**config.mk**
```make
export PLATFORM = sky130hd
export DESIGN_NAME = pedal_change_repeat_trigger
export DESIGN_NICKNAME = d
export VERILOG_FILES = /design/src/pcrt_pkg.sv /design/src/pedal_change_repeat_trigger.sv /design/src/pcrt_decide.sv
export SDC_FILE = /design/constraint.sdc
export NUM_CORES = 1
export LEC_CHECK = 0
export BUFFER_PORTS_ARGS = -buffer_cell sky130_fd_sc_hd__buf_2
export CORE_UTILIZATION = 36
export DETAILED_ROUTE_END_ITERATION = 8
export SLEW_MARGIN = 0
export SYNTH_ARGS = -nofsm -noshare
export SYNTH_HDL_FRONTEND = slang
export SYNTH_SLANG_ARGS = --single-unit
```
**constraint.sdc**
```tcl
create_clock -name clk -period 6.4 [get_ports clk]
set_input_delay 1.28 -clock clk [delete_from_list [all_inputs] [get_ports clk]]
set_output_delay 1.28 -clock clk [all_outputs]
set_load 0.01 [all_outputs]
```
**src/pcrt_pkg.sv**
```systemverilog
// Shared types and constants for the pedal change and repeat trigger.
`default_nettype none

package pcrt_pkg;

	localparam int TIME_W   = 32;
	localparam int PERIOD_W = 16;
	localparam int SEQ_W    = 32;
	localparam int S_DATA_W = 40;  // 3 state bits + time, padded to bytes
	localparam int M_DATA_W = 40;  // 4 state bits + sequence, padded to bytes

	localparam logic [PERIOD_W-1:0] PERIOD_RESET = PERIOD_W'(250);

	typedef struct packed {
		logic              left;
		logic              right;
		logic              button;
		logic [TIME_W-1:0] now_ms;
		logic              binding;
	} sample_t;

	typedef struct packed {
		logic              last_left;
		logic              last_right;
		logic              last_button;
		logic              last_combo;
		logic [TIME_W-1:0] left_mark;
		logic [TIME_W-1:0] right_mark;
		logic [TIME_W-1:0] combo_mark;
		logic [SEQ_W-1:0]  count;
	} trk_state_t;

	typedef struct packed {
		logic             send;
		logic             left;
		logic             right;
		logic             button;
		logic             combo;
		logic [SEQ_W-1:0] seq;
	} result_t;

endpackage

`default_nettype wire

```
**src/pedal_change_repeat_trigger.sv**
```systemverilog
// Top level of the pedal change and auto-repeat report trigger.
// Usage:
//  - Slave stream (s_*) takes one sample request per cycle while s_tready is
//    high: pedal, button and time in s_tdata, the pairing flag in s_tuser.
//    A sample taken while pairing runs yields a result with send = 0 and leaves the state alone.
//  - Master stream (m_*) returns exactly one result per sample, in order.
//    m_tuser is the send flag; with send = 0 the whole m_tdata is zero.
//  - A sample passes the input register, then the result register, before
//    m_tvalid rises; a stall on m_tready can hold it in between. Throughput:
//    one sample per cycle while the receiver keeps m_tready high; the
//    decision is a single pass of compares and subtracts between those two
//    registers, and the tracking state updates in the same cycle the result
//    is registered.
//  - When the receiver stalls, the result register holds and the input
//    register still takes one more sample; s_tready drops only when both are
//    full and m_tready is low.
//  - cfg_we/cfg_wdata write the repeat period (ms); write only while idle.
//  - Reset (arst_n low): both stages empty, states released, marks and the
//    sequence counter zero, repeat period 250 ms.
`default_nettype none

module pedal_change_repeat_trigger import pcrt_pkg::*; (
	input  wire logic                clk,
	input  wire logic                arst_n,
	// configuration
	input  wire logic                cfg_we,
	input  wire logic [PERIOD_W-1:0] cfg_wdata,  // repeat_period_ms
	// sample requests
	input  wire logic                s_tvalid,
	output logic                     s_tready,
	input  wire logic [S_DATA_W-1:0] s_tdata,    // [0] left_pressed, [1] right_pressed,
	                                             // [2] button_pressed, [34:3] now_ms, rest 0
	input  wire logic                s_tuser,    // [0] binding_active
	// results
	output logic                     m_tvalid,
	input  wire logic                m_tready,
	output logic [M_DATA_W-1:0]      m_tdata,    // [0] report_left, [1] report_right,
	                                             // [2] report_button, [3] report_combo,
	                                             // [35:4] sequence_number, rest 0
	output logic                     m_tuser     // [0] send
);

	// stage 1: registered sample
	logic       valid_s1;
	sample_t    smp_s1;
	// stage 2: registered result
	logic       valid_s2;
	result_t    res_s2;

	logic [PERIOD_W-1:0] period_q;
	trk_state_t          st_q;
	trk_state_t          st_nxt;
	result_t             res;

	logic adv_s2;   // result register loads
	logic take_s1;  // input register loads

	assign adv_s2   = valid_s1 && (!valid_s2 || m_tready);
	assign s_tready = !valid_s1 || adv_s2;
	assign take_s1  = s_tvalid && s_tready;

	pcrt_decide u_decide (
		.smp    (smp_s1),
		.st     (st_q),
		.period (period_q),
		.st_nxt (st_nxt),
		.res    (res)
	);

	// config register
	always_ff @(posedge clk or negedge arst_n) begin
		if (!arst_n) begin
			period_q <= PERIOD_RESET;
		end else if (cfg_we) begin
			period_q <= cfg_wdata;
		end
	end

	// tracking state: moves only when the sample is consumed
	always_ff @(posedge clk or negedge arst_n) begin
		if (!arst_n) begin
			st_q <= '0;
		end else if (adv_s2) begin
			st_q <= st_nxt;
		end
	end

	always_ff @(posedge clk or negedge arst_n) begin
		if (!arst_n) begin
			valid_s1 <= 1'b0;
			valid_s2 <= 1'b0;
		end else begin
			if (take_s1) begin
				valid_s1 <= 1'b1;
			end else if (adv_s2) begin
				valid_s1 <= 1'b0;
			end
			if (adv_s2) begin
				valid_s2 <= 1'b1;
			end else if (m_tready) begin
				valid_s2 <= 1'b0;
			end
		end
	end

	// payload, no reset
	always_ff @(posedge clk) begin
		if (take_s1) begin
			smp_s1.left    <= s_tdata[0];
			smp_s1.right   <= s_tdata[1];
			smp_s1.button  <= s_tdata[2];
			smp_s1.now_ms  <= s_tdata[3 +: TIME_W];
			smp_s1.binding <= s_tuser;
		end
		if (adv_s2) begin
			res_s2 <= res;
		end
	end

	assign m_tvalid = valid_s2;
	assign m_tuser  = res_s2.send;
	assign m_tdata  = {{(M_DATA_W-4-SEQ_W){1'b0}}, res_s2.seq,
	                   res_s2.combo, res_s2.button, res_s2.right, res_s2.left};

	// the counter steps exactly when a report is produced
	a_count_step: assert property (@(posedge clk) disable iff (!arst_n)
		$past(adv_s2) && $past(res.send) |-> st_q.count == $past(st_q.count) + SEQ_W'(1))
		else $error("sequence counter did not step on a report");

	// a held or pairing sample leaves the counter alone
	a_count_hold: assert property (@(posedge clk) disable iff (!arst_n)
		!(adv_s2 && res.send) |=> $stable(st_q.count))
		else $error("sequence counter moved without a report");

	// pairing samples never report
	a_binding_quiet: assert property (@(posedge clk) disable iff (!arst_n)
		adv_s2 && smp_s1.binding |-> !res.send)
		else $error("report raised during pairing");

	// a non-report result carries all-zero data
	a_quiet_zero: assert property (@(posedge clk) disable iff (!arst_n)
		m_tvalid && !m_tuser |-> m_tdata == '0)
		else $error("non-report result with nonzero data");

endmodule

`default_nettype wire

```
**src/pcrt_decide.sv**
```systemverilog
// Report decision: change and held-repeat checks in priority order.
`default_nettype none

module pcrt_decide import pcrt_pkg::*; (
	input  sample_t             smp,
	input  trk_state_t          st,
	input  logic [PERIOD_W-1:0] period,
	output trk_state_t          st_nxt,
	output result_t             res
);

	logic              combo;
	logic              need;
	logic [TIME_W-1:0] per_ext;
	logic [TIME_W-1:0] el_c;
	logic [TIME_W-1:0] el_l;
	logic [TIME_W-1:0] el_r;

	assign combo   = smp.left & smp.right;
	assign per_ext = {{(TIME_W-PERIOD_W){1'b0}}, period};
	// elapsed times wrap mod 2^32
	assign el_c = smp.now_ms - st.combo_mark;
	assign el_l = smp.now_ms - st.left_mark;
	assign el_r = smp.now_ms - st.right_mark;

	always_comb begin
		st_nxt = st;
		res    = '0;
		need   = 1'b0;
		if (!smp.binding) begin
			// combo first
			if (combo != st.last_combo) begin
				need = 1'b1;
				if (combo) begin
					st_nxt.combo_mark = smp.now_ms;
				end
			end else if (combo && el_c >= per_ext) begin
				need = 1'b1;
				st_nxt.combo_mark = smp.now_ms;
			end
			// single pedals are muted while the combo is down
			if (!need && !combo) begin
				if (smp.left != st.last_left) begin
					need = 1'b1;
					if (smp.left) begin
						st_nxt.left_mark = smp.now_ms;
					end
				end else if (smp.left && el_l >= per_ext) begin
					need = 1'b1;
					st_nxt.left_mark = smp.now_ms;
				end
			end
			if (!need && !combo) begin
				if (smp.right != st.last_right) begin
					need = 1'b1;
					if (smp.right) begin
						st_nxt.right_mark = smp.now_ms;
					end
				end else if (smp.right && el_r >= per_ext) begin
					need = 1'b1;
					st_nxt.right_mark = smp.now_ms;
				end
			end
			// button: change only
			if (!need && smp.button != st.last_button) begin
				need = 1'b1;
			end
			if (need) begin
				res.send           = 1'b1;
				res.left           = smp.left;
				res.right          = smp.right;
				res.button         = smp.button;
				res.combo          = combo;
				res.seq            = st.count;
				st_nxt.count       = st.count + SEQ_W'(1);
				st_nxt.last_left   = smp.left;
				st_nxt.last_right  = smp.right;
				st_nxt.last_button = smp.button;
				st_nxt.last_combo  = combo;
			end
		end
	end

endmodule

`default_nettype wire
```
==> impl_metrics.env <==
export IMPL_synth_async_sr_flop_share=0.673
export IMPL_timing_final_crit_share=0.919
export IMPL_clk_pin_slew_ns=0.06
export IMPL_ys_warnings_count=0
export IMPL_cellLeakagePower_nw=7.76
export IMPL_routabilityCongestion=0.899
export IMPL_synth_lib_cells_used_distinct=85
export IMPL_postSynthRegisterBits=223
export IMPL_rsz_0062_raised_after_global_routing="false"
export IMPL_first_pass_grt_wire_length_mm=61.6
export IMPL_route_final_wire_length_mm=38.2
export IMPL_syn_inst=1636
export IMPL_hold_start="st_q[31]$_DFFE_PN0P_"
export IMPL_critical_path_peak_fanout=39
export IMPL_post_synth_fa_ha_maj_area_fraction=0.121
export IMPL_startpoint_type="flop"
export IMPL_tritoncts_buffers=27
export IMPL_timing_hold_worst_path_depth=1
export IMPL_drc_errors=0
export IMPL_netlist_area_sq_um=15300
export IMPL_port_buffer_count=95
export IMPL_route_antenna_remaining_nets=0
export IMPL_power_ir_vdd_worst_uv=296
export IMPL_r2r_cells=21
export IMPL_num_nets_final=1922
export IMPL_fill_cells=4105
export IMPL_seq_area_sq_um=5950
export IMPL_initial_antenna_violation_count=0
export IMPL_regToRegSetupSlack_ns=0.52
export IMPL_drt_pre_antenna_iters=5
export IMPL_tritoncts="built"
export IMPL_flow_area_growth_from_synthesis_pct=13.0
export IMPL_synth_sequential_area_ratio=0.390
export IMPL_cts_root_buffer="sky130_fd_sc_hd__clkbuf_16"
export IMPL_synthXorXnorAreaFrac=0.0568
export IMPL_timing_critical_path_required_ns=6.84
export IMPL_drv_max_cap_violation_count=0
export IMPL_std_cell_rows=75
export IMPL_postCtsResizedCells=0
export IMPL_dp_hpwl_mm=29.6
export IMPL_antenna_diode_count=0
export IMPL_outcome="finished clean"
export IMPL_synth_edff_count=73
export IMPL_period_needed_ns=5.88
export IMPL_post_dp_cell_area_sq_um=16300
export IMPL_vias_per_cell=5.26
export IMPL_post_route_worst_setup_slack_ns=0.518
export IMPL_first_global_vias=11783
export IMPL_whs_endpoint="st_q[31]$_DFFE_PN0P_"
export IMPL_crit_reg2reg_capture="st_q[1]$_DFFE_PN0P_"
export IMPL_insertion_delay_ns=0.55
export IMPL_post_route_cell_area_sq_um=17300
export IMPL_globalRoute_totalOverflow=0
export IMPL_core_area_sq_um=41900
export IMPL_critPathCaptureType="flop"
export IMPL_transition_at_the_pin_with_the_smallest_max_transition_slack_ns=1.02
export IMPL_power_per_cell_area_nw_per_um2=413
export IMPL_fmaxAchievable_mhz=170
export IMPL_synth_compound_gate_area_share=0.180
export IMPL_report_final_hold_viol_count=0
export IMPL_synth_avg_cell_area_sq_um=9.33
export IMPL_synth_area_mux_share=0.0400
export IMPL_clockBufferDepth=3
export IMPL_floorplan_die_area_sq_um=43200
export IMPL_multiInputGateArea_sq_um=8530
export IMPL_routed_wire_length_per_instance_microns=16.8
export IMPL_synth_top_flop_cell="sky130_fd_sc_hd__dfrtp_1"
export IMPL_number_of_sinks_on_the_clock_net=223
export IMPL_r2r_start="smp_s1[2]$_DFFE_PP_"
export IMPL_drtIter0Drc=797
export IMPL_largest_net_degree_at_the_start_of_global_routing=105
export IMPL_post_cts_repair_setup_buffers=0
export IMPL_die_height_microns=208
export IMPL_post_synth_and_or_nand_nor_area_fraction=0.158
export IMPL_utilization=0.412
export IMPL_dominant_combinational_cell_family_by_area_after_synthesis="compound AO/OA/AOI/OAI gates"
export IMPL_pin_count=105
export IMPL_routed_via_count=11956
export IMPL_post_place_ws_ns=0.545
export IMPL_depth_of_the_cts_h_tree=1
export IMPL_maxSlewHeadroom=0.317
export IMPL_setup_viol=0
export IMPL_timing_max_transition_violations_final=0
export IMPL_grt_util_all_layers=0.176
export IMPL_worst_hold_path_type="reg2reg"
export IMPL_post_route_cells_drive_above_1_share=0.128
export IMPL_worst_endpoint_arrival_ns=6.32
export IMPL_power_consumption_mw=7.12
export IMPL_clock_skew_final_ns=0.0111
export IMPL_initial_core_util=0.365
export IMPL_dieWidth_microns=208
export IMPL_timing_setup_critical_path_class="reg2reg"
export IMPL_cts_hold_repair_buffers=0
export IMPL_totalNegativeSetupSlack_ns=0
==> cell usage after synthesis, drive strengths merged, types with 5 or more instances <==
cell / instances / area share
a2111oi: 8 / 0.0058
a211o: 8 / 0.0046
a211oi: 9 / 0.0044
a21o: 31 / 0.015
a21oi: 120 / 0.039
a31oi: 12 / 0.0049
and2: 42 / 0.017
and3: 18 / 0.0074
and4: 5 / 0.0029
buf: 14 / 0.0075
clkbuf: 44 / 0.011
dfrtp: 144 / 0.24
dfstp: 6 / 0.010
edfxtp: 73 / 0.14
ha: 143 / 0.12
inv: 144 / 0.035
mux2: 42 / 0.037
nand2: 185 / 0.045
nand2b: 11 / 0.0045
nand3: 35 / 0.011
nand3b: 5 / 0.0033
nand4: 33 / 0.014
nor2: 57 / 0.014
nor2b: 6 / 0.0025
nor3: 46 / 0.016
nor3b: 14 / 0.0069
nor4: 8 / 0.0037
o211ai: 11 / 0.0057
o21a: 15 / 0.0074
o21ai: 146 / 0.048
o21bai: 12 / 0.0059
o22ai: 6 / 0.0025
o31ai: 8 / 0.0043
or3: 5 / 0.0020
xnor2: 46 / 0.026
xor2: 53 / 0.030
==> cells in the final DEF (no fill, tap or decap), types with 10 or more instances in the layout <==
cell	synthesis	layout
sky130_fd_sc_hd__xor2_1	53	53
sky130_fd_sc_hd__o211ai_1	10	10
sky130_fd_sc_hd__xnor2_1	46	46
sky130_fd_sc_hd__a21oi_1	120	120
sky130_fd_sc_hd__nand2b_1	11	11
sky130_fd_sc_hd__nor2_1	57	57
sky130_fd_sc_hd__nand3_1	35	35
sky130_fd_sc_hd__dfrtp_1	144	144
sky130_fd_sc_hd__o21bai_1	12	12
sky130_fd_sc_hd__mux2_2	16	16
sky130_fd_sc_hd__mux2_4	26	26
sky130_fd_sc_hd__a21o_1	31	31
sky130_fd_sc_hd__and3_1	18	18
sky130_fd_sc_hd__buf_2	4	94
sky130_fd_sc_hd__clkbuf_16	0	27
sky130_fd_sc_hd__inv_1	144	144
sky130_fd_sc_hd__o21a_1	15	15
sky130_fd_sc_hd__ha_1	143	143
sky130_fd_sc_hd__and2_1	41	40
sky130_fd_sc_hd__nor3b_1	14	14
sky130_fd_sc_hd__nor3_1	44	44
sky130_fd_sc_hd__a31oi_1	12	12
sky130_fd_sc_hd__nand4_1	33	33
sky130_fd_sc_hd__o21ai_0	139	139
sky130_fd_sc_hd__edfxtp_1	73	73
sky130_fd_sc_hd__nand2_1	185	185
==> critical path: stages, from the launching register on <==
cell and delay [ns]:
sky130_fd_sc_hd__edfxtp_1 0.58, sky130_fd_sc_hd__ha_1 0.36, sky130_fd_sc_hd__nor2b_1 0.18, sky130_fd_sc_hd__o2111ai_1 0.16, sky130_fd_sc_hd__a211oi_1 0.48, sky130_fd_sc_hd__nor2_1 0.11
sky130_fd_sc_hd__nand2_1 0.16, sky130_fd_sc_hd__a31o_2 0.17, sky130_fd_sc_hd__a21oi_1 0.07, sky130_fd_sc_hd__xnor2_1 0.18, sky130_fd_sc_hd__ha_1 0.28, sky130_fd_sc_hd__a2111oi_0 0.42
sky130_fd_sc_hd__o21ai_1 0.17, sky130_fd_sc_hd__nor3_1 0.21, sky130_fd_sc_hd__nand3_1 0.11, sky130_fd_sc_hd__nor4_1 0.29, sky130_fd_sc_hd__nand3_1 0.11, sky130_fd_sc_hd__nor4b_1 0.47
sky130_fd_sc_hd__a31oi_1 0.30, sky130_fd_sc_hd__o31ai_4 0.34, sky130_fd_sc_hd__buf_12 0.24, sky130_fd_sc_hd__mux2_2 0.35
==> layer usage <==
| layer | up-vias | wire [microns] | global-route usage |
|---|---|---|---|
| li1 | 6021 | - | - |
| met1 | 5629 | 18800 | 0.245 |
| met2 | 252 | 17100 | 0.290 |
| met3 | 54 | 1340 | 0.0222 |
| met4 | 0 | 964 | 0.0467 |
| met5 | - | 0 | 0 |
==> flip-flops by register name, indices dropped and copies added, names as in the netlist <==
signal	flops
period_q	16
m_tdata	36
valid_s1	1
m_tuser	1
st_q	132
smp_s1	36
m_tvalid	1
==> how the worst max path moves through the flow <==
stage,from,to,slack (ns),cells past startpoint
after CTS,smp_s1[2]$_DFFE_PP_,st_q[129]$_DFFE_PN0P_,0.52,21
after global placement,smp_s1[2]$_DFFE_PP_,st_q[1]$_DFFE_PN0P_,0.66,21
after floorplan,smp_s1[1]$_DFFE_PP_,m_tdata[10]$_SDFFCE_PP0P_,1.18,26
final,smp_s1[2]$_DFFE_PP_,st_q[1]$_DFFE_PN0P_,0.52,21
after global routing,smp_s1[2]$_DFFE_PP_,m_tdata[31]$_SDFFCE_PP0P_,0.09,22
after detailed placement,smp_s1[2]$_DFFE_PP_,st_q[129]$_DFFE_PN0P_,0.55,21
==> final cells by class <==
| class | count | share of cell area |
|---|---|---|
| Clock inverter | 18 | 0.0152 |
| Multi-Input combinational cell | 1214 | 0.494 |
| Clock buffer | 32 | 0.0420 |
| Sequential cell | 223 | 0.345 |
| Timing Repair Buffer | 104 | 0.0333 |
| Tap cell | 539 | 0.0391 |
| Inverter | 144 | 0.0313 |
==> power by group <==
group	internal, mW	switching [mW]
logic	1.48	2.03
clock network	1.05	0.634
registers	1.77	0.154
==> logic make-up (layout without fill, tap and decap cells) <==
| kind of cell | count (synthesis) | count (layout) |
|---|---|---|
| AND/OR/NAND/NOR | 483 | 483 |
| XOR/XNOR | 99 | 99 |
| other | 1 | 4 |
| multiplexers | 46 | 46 |
| AO/OA/AOI/OAI | 436 | 436 |
| buffers and inverters | 202 | 298 |
| adder cells (fa/ha/maj) | 146 | 146 |
| flip-flops | 223 | 223 |
==> through the flow <==
stage               hold WS, ns  instances
finish                    0.477       2274
global route              0.494       2274
CTS                       0.471       2274
detailed placement        0.463       2224
global placement          0.456       2224
floorplan                 0.434       1639
Note: power is estimated with default switching activity, not from simulation.
